`src/sv/fbm_pkg.sv`:
```
// Shared types and constants for the frame buffer mirror pixel writer.
// No dependencies; imported by every module of the block.
package fbm_pkg;

	localparam int DIM_W   = 13;
	localparam int SCALE_W = 19;
	localparam int COORD_W = 15;
	localparam int ADDR_W  = 26;
	localparam int PADDR_W = 5;
	localparam int PDATA_W = 32;
	localparam int MULA_W  = 15;
	localparam int MULB_W  = 19;
	localparam int PROD_W  = MULA_W + MULB_W;

	localparam logic [SCALE_W-1:0] ONE_Q16    = 19'h10000;
	localparam logic [7:0]         ALPHA_BYTE = 8'hFF;
	localparam logic [2:0]         BPP_FOUR   = 3'd4;
	localparam logic [2:0]         BPP_THREE  = 3'd3;

	localparam int FMT_FOUR    = 0;
	localparam int FMT_BGR     = 1;
	localparam int FMT_STRETCH = 2;

	typedef enum logic [2:0] {
		REG_ENABLE,
		REG_FORMAT,
		REG_RAW_W,
		REG_RAW_H,
		REG_TEX_W,
		REG_TEX_H,
		REG_SCALE_X,
		REG_SCALE_Y
	} reg_idx_t;

	typedef enum logic [2:0] {
		ST_IDLE,
		ST_MULX,
		ST_MULY,
		ST_MULB,
		ST_BASE,
		ST_EMIT
	} state_t;

	typedef struct packed {
		logic               enable;
		logic [2:0]         fmt;
		logic [DIM_W-1:0]   raw_w;
		logic [DIM_W-1:0]   raw_h;
		logic [DIM_W-1:0]   tex_w;
		logic [DIM_W-1:0]   tex_h;
		logic [SCALE_W-1:0] scale_x;
		logic [SCALE_W-1:0] scale_y;
	} cfg_t;

endpackage

```
`src/sv/fbm_regs.sv`:
```
// APB register file holding the mirror configuration.
// Depends on fbm_pkg for the register map and the cfg_t bundle.
module fbm_regs import fbm_pkg::*; (
	input  logic               clk,
	input  logic               arst_n,
	input  logic               psel,
	input  logic               penable,
	input  logic               pwrite,
	input  logic [PADDR_W-1:0] paddr,
	input  logic [PDATA_W-1:0] pwdata,
	output logic [PDATA_W-1:0] prdata,
	output logic               pready,
	output cfg_t               cfg
);

	cfg_t     cfg_q;
	reg_idx_t idx;
	logic     wr_en;

	assign idx    = reg_idx_t'(paddr[PADDR_W-1:2]);
	assign wr_en  = psel && penable && pwrite && pready;
	assign pready = 1'b1;
	assign cfg    = cfg_q;

	always_ff @(posedge clk or negedge arst_n) begin
		if (!arst_n) begin
			cfg_q.enable  <= 1'b0;
			cfg_q.fmt     <= 3'd0;
			cfg_q.raw_w   <= '0;
			cfg_q.raw_h   <= '0;
			cfg_q.tex_w   <= DIM_W'(1);
			cfg_q.tex_h   <= DIM_W'(1);
			cfg_q.scale_x <= ONE_Q16;
			cfg_q.scale_y <= ONE_Q16;
		end else if (wr_en) begin
			case (idx)
				REG_ENABLE:  cfg_q.enable  <= pwdata[0];
				REG_FORMAT:  cfg_q.fmt     <= pwdata[2:0];
				REG_RAW_W:   cfg_q.raw_w   <= pwdata[DIM_W-1:0];
				REG_RAW_H:   cfg_q.raw_h   <= pwdata[DIM_W-1:0];
				REG_TEX_W:   cfg_q.tex_w   <= pwdata[DIM_W-1:0];
				REG_TEX_H:   cfg_q.tex_h   <= pwdata[DIM_W-1:0];
				REG_SCALE_X: cfg_q.scale_x <= pwdata[SCALE_W-1:0];
				REG_SCALE_Y: cfg_q.scale_y <= pwdata[SCALE_W-1:0];
				default: ;
			endcase
		end
	end

	always_comb begin
		prdata = '0;
		case (idx)
			REG_ENABLE:  prdata = PDATA_W'(cfg_q.enable);
			REG_FORMAT:  prdata = PDATA_W'(cfg_q.fmt);
			REG_RAW_W:   prdata = PDATA_W'(cfg_q.raw_w);
			REG_RAW_H:   prdata = PDATA_W'(cfg_q.raw_h);
			REG_TEX_W:   prdata = PDATA_W'(cfg_q.tex_w);
			REG_TEX_H:   prdata = PDATA_W'(cfg_q.tex_h);
			REG_SCALE_X: prdata = PDATA_W'(cfg_q.scale_x);
			REG_SCALE_Y: prdata = PDATA_W'(cfg_q.scale_y);
			default:     prdata = '0;
		endcase
	end

endmodule

```
`src/sv/fbm_mul.sv`:
```
// Shared unsigned multiplier with a registered product.
// Depends on fbm_pkg for operand widths.
module fbm_mul import fbm_pkg::*; (
	input  logic              clk,
	input  logic [MULA_W-1:0] a,
	input  logic [MULB_W-1:0] b,
	output logic [PROD_W-1:0] prod_q
);

	always_ff @(posedge clk) begin
		prod_q <= PROD_W'(a) * PROD_W'(b);
	end

endmodule

```
`src/sv/framebuffer_mirror_pixel_writer_core.sv`:
```
// Frame buffer mirror pixel writer: sequencer around one shared multiplier.
// A pixel in range steps through column scale, row scale, row base multiply and first address, then
// one write per cycle, up to MAX_BLOCK^2 for a stretched block; the next pixel is taken in the cycle
// after the last write. Clipped pixels return to idle after the row base multiply and give no
// writes; rejected pixels are taken while idle with no writes.
// arst_n clears the sequencer and loads register reset values. Depends on fbm_pkg, fbm_regs, fbm_mul.
module framebuffer_mirror_pixel_writer_core import fbm_pkg::*; #(
	parameter int MAX_DIM   = 4096,
	parameter int MAX_BLOCK = 8
) (
	input  logic               clk,
	input  logic               arst_n,
	input  logic               start,
	output logic               busy,
	input  logic [12:0]        pos_x,
	input  logic [12:0]        pos_y,
	input  logic [7:0]         red,
	input  logic [7:0]         green,
	input  logic [7:0]         blue,
	input  logic               psel,
	input  logic               penable,
	input  logic               pwrite,
	input  logic [PADDR_W-1:0] paddr,
	input  logic [PDATA_W-1:0] pwdata,
	output logic [PDATA_W-1:0] prdata,
	output logic               pready,
	output logic               strobe,
	output logic [ADDR_W-1:0]  byte_address,
	output logic [31:0]        pixel_word,
	output logic               four_bytes,
	output logic               last
);

	localparam int CNT_W = (MAX_BLOCK < 2) ? 1 : $clog2(MAX_BLOCK + 1);
	localparam logic [14:0] DIM_LIM = 15'(MAX_DIM);
	localparam logic [3:0]  BLK_LIM = 4'(MAX_BLOCK);

	function automatic logic [DIM_W-1:0] clamp_dim(input logic [DIM_W-1:0] v);
		logic [DIM_W-1:0] r;
		r = v;
		if ({2'b0, v} > DIM_LIM) r = DIM_LIM[DIM_W-1:0];
		return r;
	endfunction

	function automatic logic [CNT_W-1:0] blk_len(input logic [SCALE_W-1:0] ratio);
		logic [3:0] n;
		n = {1'b0, ratio[18:16]} + 4'd1 + {3'b0, |ratio[15:0]};
		if (n > BLK_LIM) n = BLK_LIM;
		return n[CNT_W-1:0];
	endfunction

	cfg_t cfg;

	fbm_regs u_regs (
		.clk     (clk),
		.arst_n  (arst_n),
		.psel    (psel),
		.penable (penable),
		.pwrite  (pwrite),
		.paddr   (paddr),
		.pwdata  (pwdata),
		.prdata  (prdata),
		.pready  (pready),
		.cfg     (cfg)
	);

	logic [MULA_W-1:0] mul_a;
	logic [MULB_W-1:0] mul_b;
	logic [PROD_W-1:0] prod_q;

	fbm_mul u_mul (
		.clk    (clk),
		.a      (mul_a),
		.b      (mul_b),
		.prod_q (prod_q)
	);

	state_t state_q, state_d;

	logic [DIM_W-1:0]   rw_c, rh_c, tw_c, th_c;
	logic               four_c, stretch_c;
	logic [COORD_W-1:0] stride_c;
	logic               accept, reject;
	logic [31:0]        word_c;

	logic [11:0]        px_q, py_q;
	logic [SCALE_W-1:0] sx_q, sy_q;
	logic [CNT_W-1:0]   nx_q, ny_q, xi_q, yi_q;
	logic [COORD_W-1:0] x_q, y_q, col_q, row_q, y_c;
	logic [ADDR_W-1:0]  row_base_q, addr_q, xbpp_q;
	logic [16:0]        xbpp_c;
	logic [31:0]        word_q;
	logic               four_q;
	logic               next_col, next_row, clipped;

	assign rw_c      = clamp_dim(cfg.raw_w);
	assign rh_c      = clamp_dim(cfg.raw_h);
	assign tw_c      = clamp_dim(cfg.tex_w);
	assign th_c      = clamp_dim(cfg.tex_h);
	assign four_c    = cfg.fmt[FMT_FOUR];
	assign stretch_c = cfg.fmt[FMT_STRETCH];
	assign stride_c  = four_c ? {rw_c, 2'b0} : ({1'b0, rw_c, 1'b0} + {2'b0, rw_c});

	assign accept = start && !busy;
	assign reject = pos_x[12] || pos_y[12] || (pos_x >= tw_c) || (pos_y >= th_c)
		|| !cfg.enable;

	assign word_c[7:0]   = cfg.fmt[FMT_BGR] ? blue : red;
	assign word_c[15:8]  = green;
	assign word_c[23:16] = cfg.fmt[FMT_BGR] ? red : blue;
	assign word_c[31:24] = four_c ? ALPHA_BYTE : 8'd0;

	assign y_c     = prod_q[30:16];
	assign xbpp_c  = four_q ? {x_q, 2'b0} : ({1'b0, x_q, 1'b0} + {2'b0, x_q});
	assign clipped = (x_q >= {2'b0, rw_c}) || (y_c >= {2'b0, rh_c});

	assign next_col = (({1'b0, xi_q} + 1'b1) < {1'b0, nx_q})
		&& (({1'b0, col_q} + 16'd1) < {3'b0, rw_c});
	assign next_row = (({1'b0, yi_q} + 1'b1) < {1'b0, ny_q})
		&& (({1'b0, row_q} + 16'd1) < {3'b0, rh_c});

	always_ff @(posedge clk or negedge arst_n) begin
		if (!arst_n) begin
			state_q <= ST_IDLE;
		end else begin
			state_q <= state_d;
		end
	end

	always_comb begin
		state_d = state_q;
		mul_a   = '0;
		mul_b   = '0;
		case (state_q)
			ST_IDLE: begin
				if (start && !reject) state_d = ST_MULX;
			end
			ST_MULX: begin
				mul_a   = {3'b0, px_q};
				mul_b   = sx_q;
				state_d = ST_MULY;
			end
			ST_MULY: begin
				mul_a   = {3'b0, py_q};
				mul_b   = sy_q;
				state_d = ST_MULB;
			end
			ST_MULB: begin
				mul_a   = stride_c;
				mul_b   = {4'b0, y_c};
				state_d = clipped ? ST_IDLE : ST_BASE;
			end
			ST_BASE: begin
				state_d = ST_EMIT;
			end
			ST_EMIT: begin
				if (!next_col && !next_row) state_d = ST_IDLE;
			end
			default: state_d = ST_IDLE;
		endcase
	end

	always_ff @(posedge clk) begin
		case (state_q)
			ST_IDLE: begin
				if (accept) begin
					px_q   <= pos_x[11:0];
					py_q   <= pos_y[11:0];
					sx_q   <= stretch_c ? cfg.scale_x : ONE_Q16;
					sy_q   <= stretch_c ? cfg.scale_y : ONE_Q16;
					nx_q   <= stretch_c ? blk_len(cfg.scale_x) : CNT_W'(1);
					ny_q   <= stretch_c ? blk_len(cfg.scale_y) : CNT_W'(1);
					word_q <= word_c;
					four_q <= four_c;
				end
			end
			ST_MULY: x_q <= prod_q[30:16];
			ST_MULB: y_q <= y_c;
			ST_BASE: begin
				row_base_q <= prod_q[ADDR_W-1:0];
				xbpp_q     <= ADDR_W'(xbpp_c);
				addr_q     <= prod_q[ADDR_W-1:0] + ADDR_W'(xbpp_c);
				col_q      <= x_q;
				row_q      <= y_q;
				xi_q       <= '0;
				yi_q       <= '0;
			end
			ST_EMIT: begin
				if (next_col) begin
					addr_q <= addr_q + ADDR_W'(four_q ? BPP_FOUR : BPP_THREE);
					col_q  <= col_q + 1'b1;
					xi_q   <= xi_q + 1'b1;
				end else if (next_row) begin
					row_base_q <= row_base_q + ADDR_W'(stride_c);
					addr_q     <= row_base_q + ADDR_W'(stride_c) + xbpp_q;
					col_q      <= x_q;
					row_q      <= row_q + 1'b1;
					xi_q       <= '0;
					yi_q       <= yi_q + 1'b1;
				end
			end
			default: ;
		endcase
	end

	assign busy         = (state_q != ST_IDLE);
	assign strobe       = (state_q == ST_EMIT);
	assign byte_address = addr_q;
	assign pixel_word   = word_q;
	assign four_bytes   = four_q;
	assign last         = strobe && !next_col && !next_row;

	a_strobe_busy: assert property (@(posedge clk) disable iff (!arst_n)
		strobe |-> busy)
		else $error("write strobe outside busy");

	a_last_ends: assert property (@(posedge clk) disable iff (!arst_n)
		last |=> !busy)
		else $error("block still busy after last write");

	a_run_on: assert property (@(posedge clk) disable iff (!arst_n)
		(strobe && !last) |=> strobe)
		else $error("write run broke before last");

	a_first_write: assert property (@(posedge clk) disable iff (!arst_n)
		$rose(strobe) |-> ($past(state_q) == ST_BASE))
		else $error("write run started without address setup");

endmodule

```
`config.mk`:
```
export PLATFORM = sky130hd
export DESIGN_NAME = framebuffer_mirror_pixel_writer_core
export DESIGN_NICKNAME = d
export VERILOG_FILES = /design/src/sv/fbm_pkg.sv /design/src/sv/fbm_regs.sv /design/src/sv/fbm_mul.sv /design/src/sv/framebuffer_mirror_pixel_writer_core.sv
export SDC_FILE = /design/constraint.sdc
export NUM_CORES = 2
export LEC_CHECK = 0
export ABC_AREA = 0
export BUFFER_PORTS_ARGS = -buffer_cell sky130_fd_sc_hd__buf_2
export CAP_MARGIN = 20
export CORE_AREA = 2 2 229 231
export CTS_CLUSTER_SIZE = 30
export DETAILED_ROUTE_END_ITERATION = 8
export DIE_AREA = 0 0 231 233
export PLACE_DENSITY = 0.88
export RECOVER_POWER = 50
export SLEW_MARGIN = 20
export SYNTH_ARGS = -nofsm -noshare
export SYNTH_HDL_FRONTEND = slang
export SYNTH_SLANG_ARGS = --single-unit
```
`constraint.sdc`:
```
create_clock -name clk -period 11.95 [get_ports clk]
set_input_delay 1.195 -clock clk [delete_from_list [all_inputs] [get_ports clk]]
set_output_delay 1.195 -clock clk [all_outputs]
set_load 0.005 [all_outputs]
```
==> results.yml <==
outcome:
  violations: "capacitance limit, slew limit"
  status: "complete, but fails checks"
placed_design:
  place_congestion: 0.966
  portBuffers: 158
  hpwlAfterDp_um: 61800
  place_inst: 3857
  dp_slack_ps: 1150
detailed_routing:
  drt-total-wl_um: 82900
  via_per_inst: 6.15
  firstDrtPassIters: 6
  dr_total_vias: 24157
  post_drt_wl_per_cell_um: 21.1
  drcViolationCount: 0
  drtIter0Drc: 2584
  ant_nets: 0
timing:
  fin_crit_ps: 11010
  holdWs_ps: 519
  relSlewSlack: -1.32
  final.period_utilization: 0.921
  worst_pin_slew_ps: 3480
  rsz0062_at_grt: "no"
  setup_viol: 0
  achievable-frequency_mhz: 90.9
  final_max_slew_viol_count: 357
  hold_viol_final: 0
  clock_skew_ps: 34.5
  setup_tns_ps: 0
  setup_ws_ps: 945
setup_path:
  critical-path-max-stage-delay_ps: 870
  cpMaxStageDelayCell: "a211oi_1"
  cp-end-kind: "flip-flop"
  cp_common_cell: "fa_1"
  path_class: "flip-flop to flip-flop"
  critPathMaxFanout: 15
  cp.arrival_ps: 11510
  cp.required_ps: 12460
  crit_path_start_kind: "flip-flop"
global_route:
  gr-total-overflow: 0
  busiest_layer: "met2"
  track_usage: 0.311
  grt_max_degree: 73
  grt_pass1_vias: 24248
  antenna_found_initial: 0
  use_met3: 0.0452
  use_met1: 0.417
  use_met2: 0.497
  grt_pass1_wl_um: 131000
hold_path:
  hold_path.class: "flip-flop to flip-flop"
synthesis:
  syn_inst: 3097
  async_reset_ff_frac: 0.269
  synth-seq-area-share: 0.329
  ys_types: 92
  synth_edf_count: 232
  ys_seq_elements: 360
  syn_area_um2: 30500
  yosysWarnings: 0
  synth-main-ff-cell: "edfxtp_1"
  synth.avg_cell_area_um2: 9.85
die:
  dieWidth_um: 231
  io_pins: 188
  die-area_um2: 53800
  coreArea_um2: 51100
  die_y_um: 233
  rows: 83
  start_util: 0.597
power:
  ir_drop_mv: 0.333
  power_density_nw_per_um2: 291
  power_leakage_nw: 14.6
  power.total_w: 0.00964
layout:
  final_cell_mix: "481 x nand2_1, 300 x inv_1, 252 x ha_1, 232 x edfxtp_1, 223 x fa_1"
  antenna_cells: 0
  syn_to_final_growth_pct: 8.59
  num-fill-cells: 3847
  fin_cells: 3927
  final_common_cell: "nand2_1"
  drive_gt1_frac: 0.113
  seqCellArea_um2: 10000
  multi_input_area_um2: 18800
  nets: 3786
clock_network:
  postCtsSetupBuffers: 0
  clkSinkCount: 360
  cts_resized: 0
  htreeDepth: 2
  cts_buffers: 38
  path_clk_slew_ps: 60
  hold_buffers: 0
  root_buffer: "clkbuf_16"
  cts_tree: "done"
  cts_buffer_depth: 3
  clock_latency_ps: 570
flow_run:
  drv_cap: 8
-- cell usage after synthesis, types with 51 or more instances --
cell type	n	area, um^2
a21o_1	55	413
a21oi_1	139	696
and2_1	105	657
clkbuf_1	88	330
dfrtp_1	93	2330
edfxtp_1	232	6970
fa_1	223	4460
ha_1	252	3150
inv_1	301	1130
mux2_2	124	1400
nand2_1	481	1810
nand3_1	51	255
nor2_1	174	653
o21ai_0	98	490
xnor2_1	105	920
xor2_1	56	490
-- path summary, 6_finish.rpt --
check / startpoint / end / slack [ps] / depth (start not counted)
worst min register to register: y_q[1]$_DFFE_PP_ / row_q[1]$_DFFE_PP_ / 520 / 2
worst min-delay path: y_q[1]$_DFFE_PP_ / row_q[1]$_DFFE_PP_ / 520 / 2
worst max register to register: u_regs.cfg[89]$_DFFE_PN0P_ / u_mul.prod_q[30]$_DFF_P_ / 940 / 35
min in group asynchronous: arst_n / u_regs.cfg[15]$_DFFE_PN0P_ / 1420 / 1
worst max-delay path: u_regs.cfg[89]$_DFFE_PN0P_ / u_mul.prod_q[30]$_DFF_P_ / 940 / 35
max in group asynchronous: arst_n / state_q[2]$_DFFE_PN0P_ / 6660 / 2
-- logic make-up (layout without fill, tap and decap cells) --
logic type	count (synthesis)	count (layout)	synth area share
mux	163	163	0.0602
fa+ha+maj	475	475	0.250
simple gates	1022	1022	0.154
buf+inv	438	570	0.0579
other cells	2	20	0.000246
flops	360	360	0.329
compound gates	474	474	0.101
xor+xnor	163	163	0.0473
-- critical path: cells and delay by family, from the launching register on --
kind	cells	cell delay [ps]
compound gates	15	3670
fa+ha+maj	9	4200
buf+inv	5	580
flops	1	690
mux	1	780
simple gates	5	1010
-- cell type report --
type | count | share of cell area
Sequential cell | 360 | 0.303
Tap cell | 680 | 0.0257
Multi-Input combinational cell | 2317 | 0.569
Clock inverter | 18 | 0.00718
Clock buffer | 51 | 0.0318
Timing Repair Buffer | 199 | 0.0297
Inverter | 302 | 0.0342
-- power by group --
group	leakage (nW)	switching (W)	total (W)	internal, W
registers	3.61	0.000312	0.00205	0.00174
clock network	0.619	0.000529	0.00124	0.000715
logic	10.4	0.00381	0.00634	0.00254
total	14.6	0.00465	0.00964	0.00499
-- layer usage --
layer	vias to the layer above	share of wire
li1	10750	-
met1	11673	0.38
met2	1481	0.46
met3	253	0.11
met4	0	0.055
met5	-	0
-- through the flow --
stage | util | cell area (um^2)
floorplan | - | 30600
global placement | 0.625 | 31900
detailed placement | 0.625 | 31900
CTS | 0.650 | 33200
global route | 0.648 | 33100
finish | 0.648 | 33100
-- registers in the layout, summed over array words and instances, names as in the netlist --
register      count
u_regs.cfg       94
u_mul.prod_q     31
byte_address     26
row_base_q       26
pixel_word       25
sx_q             19
sy_q             19
xbpp_q           17
col_q            15
row_q            15
x_q              15
y_q              15
px_q             12
py_q             12
nx_q              4
ny_q              4
xi_q              4
yi_q              4
state_q           3
(Power assumes the default switching activity.)
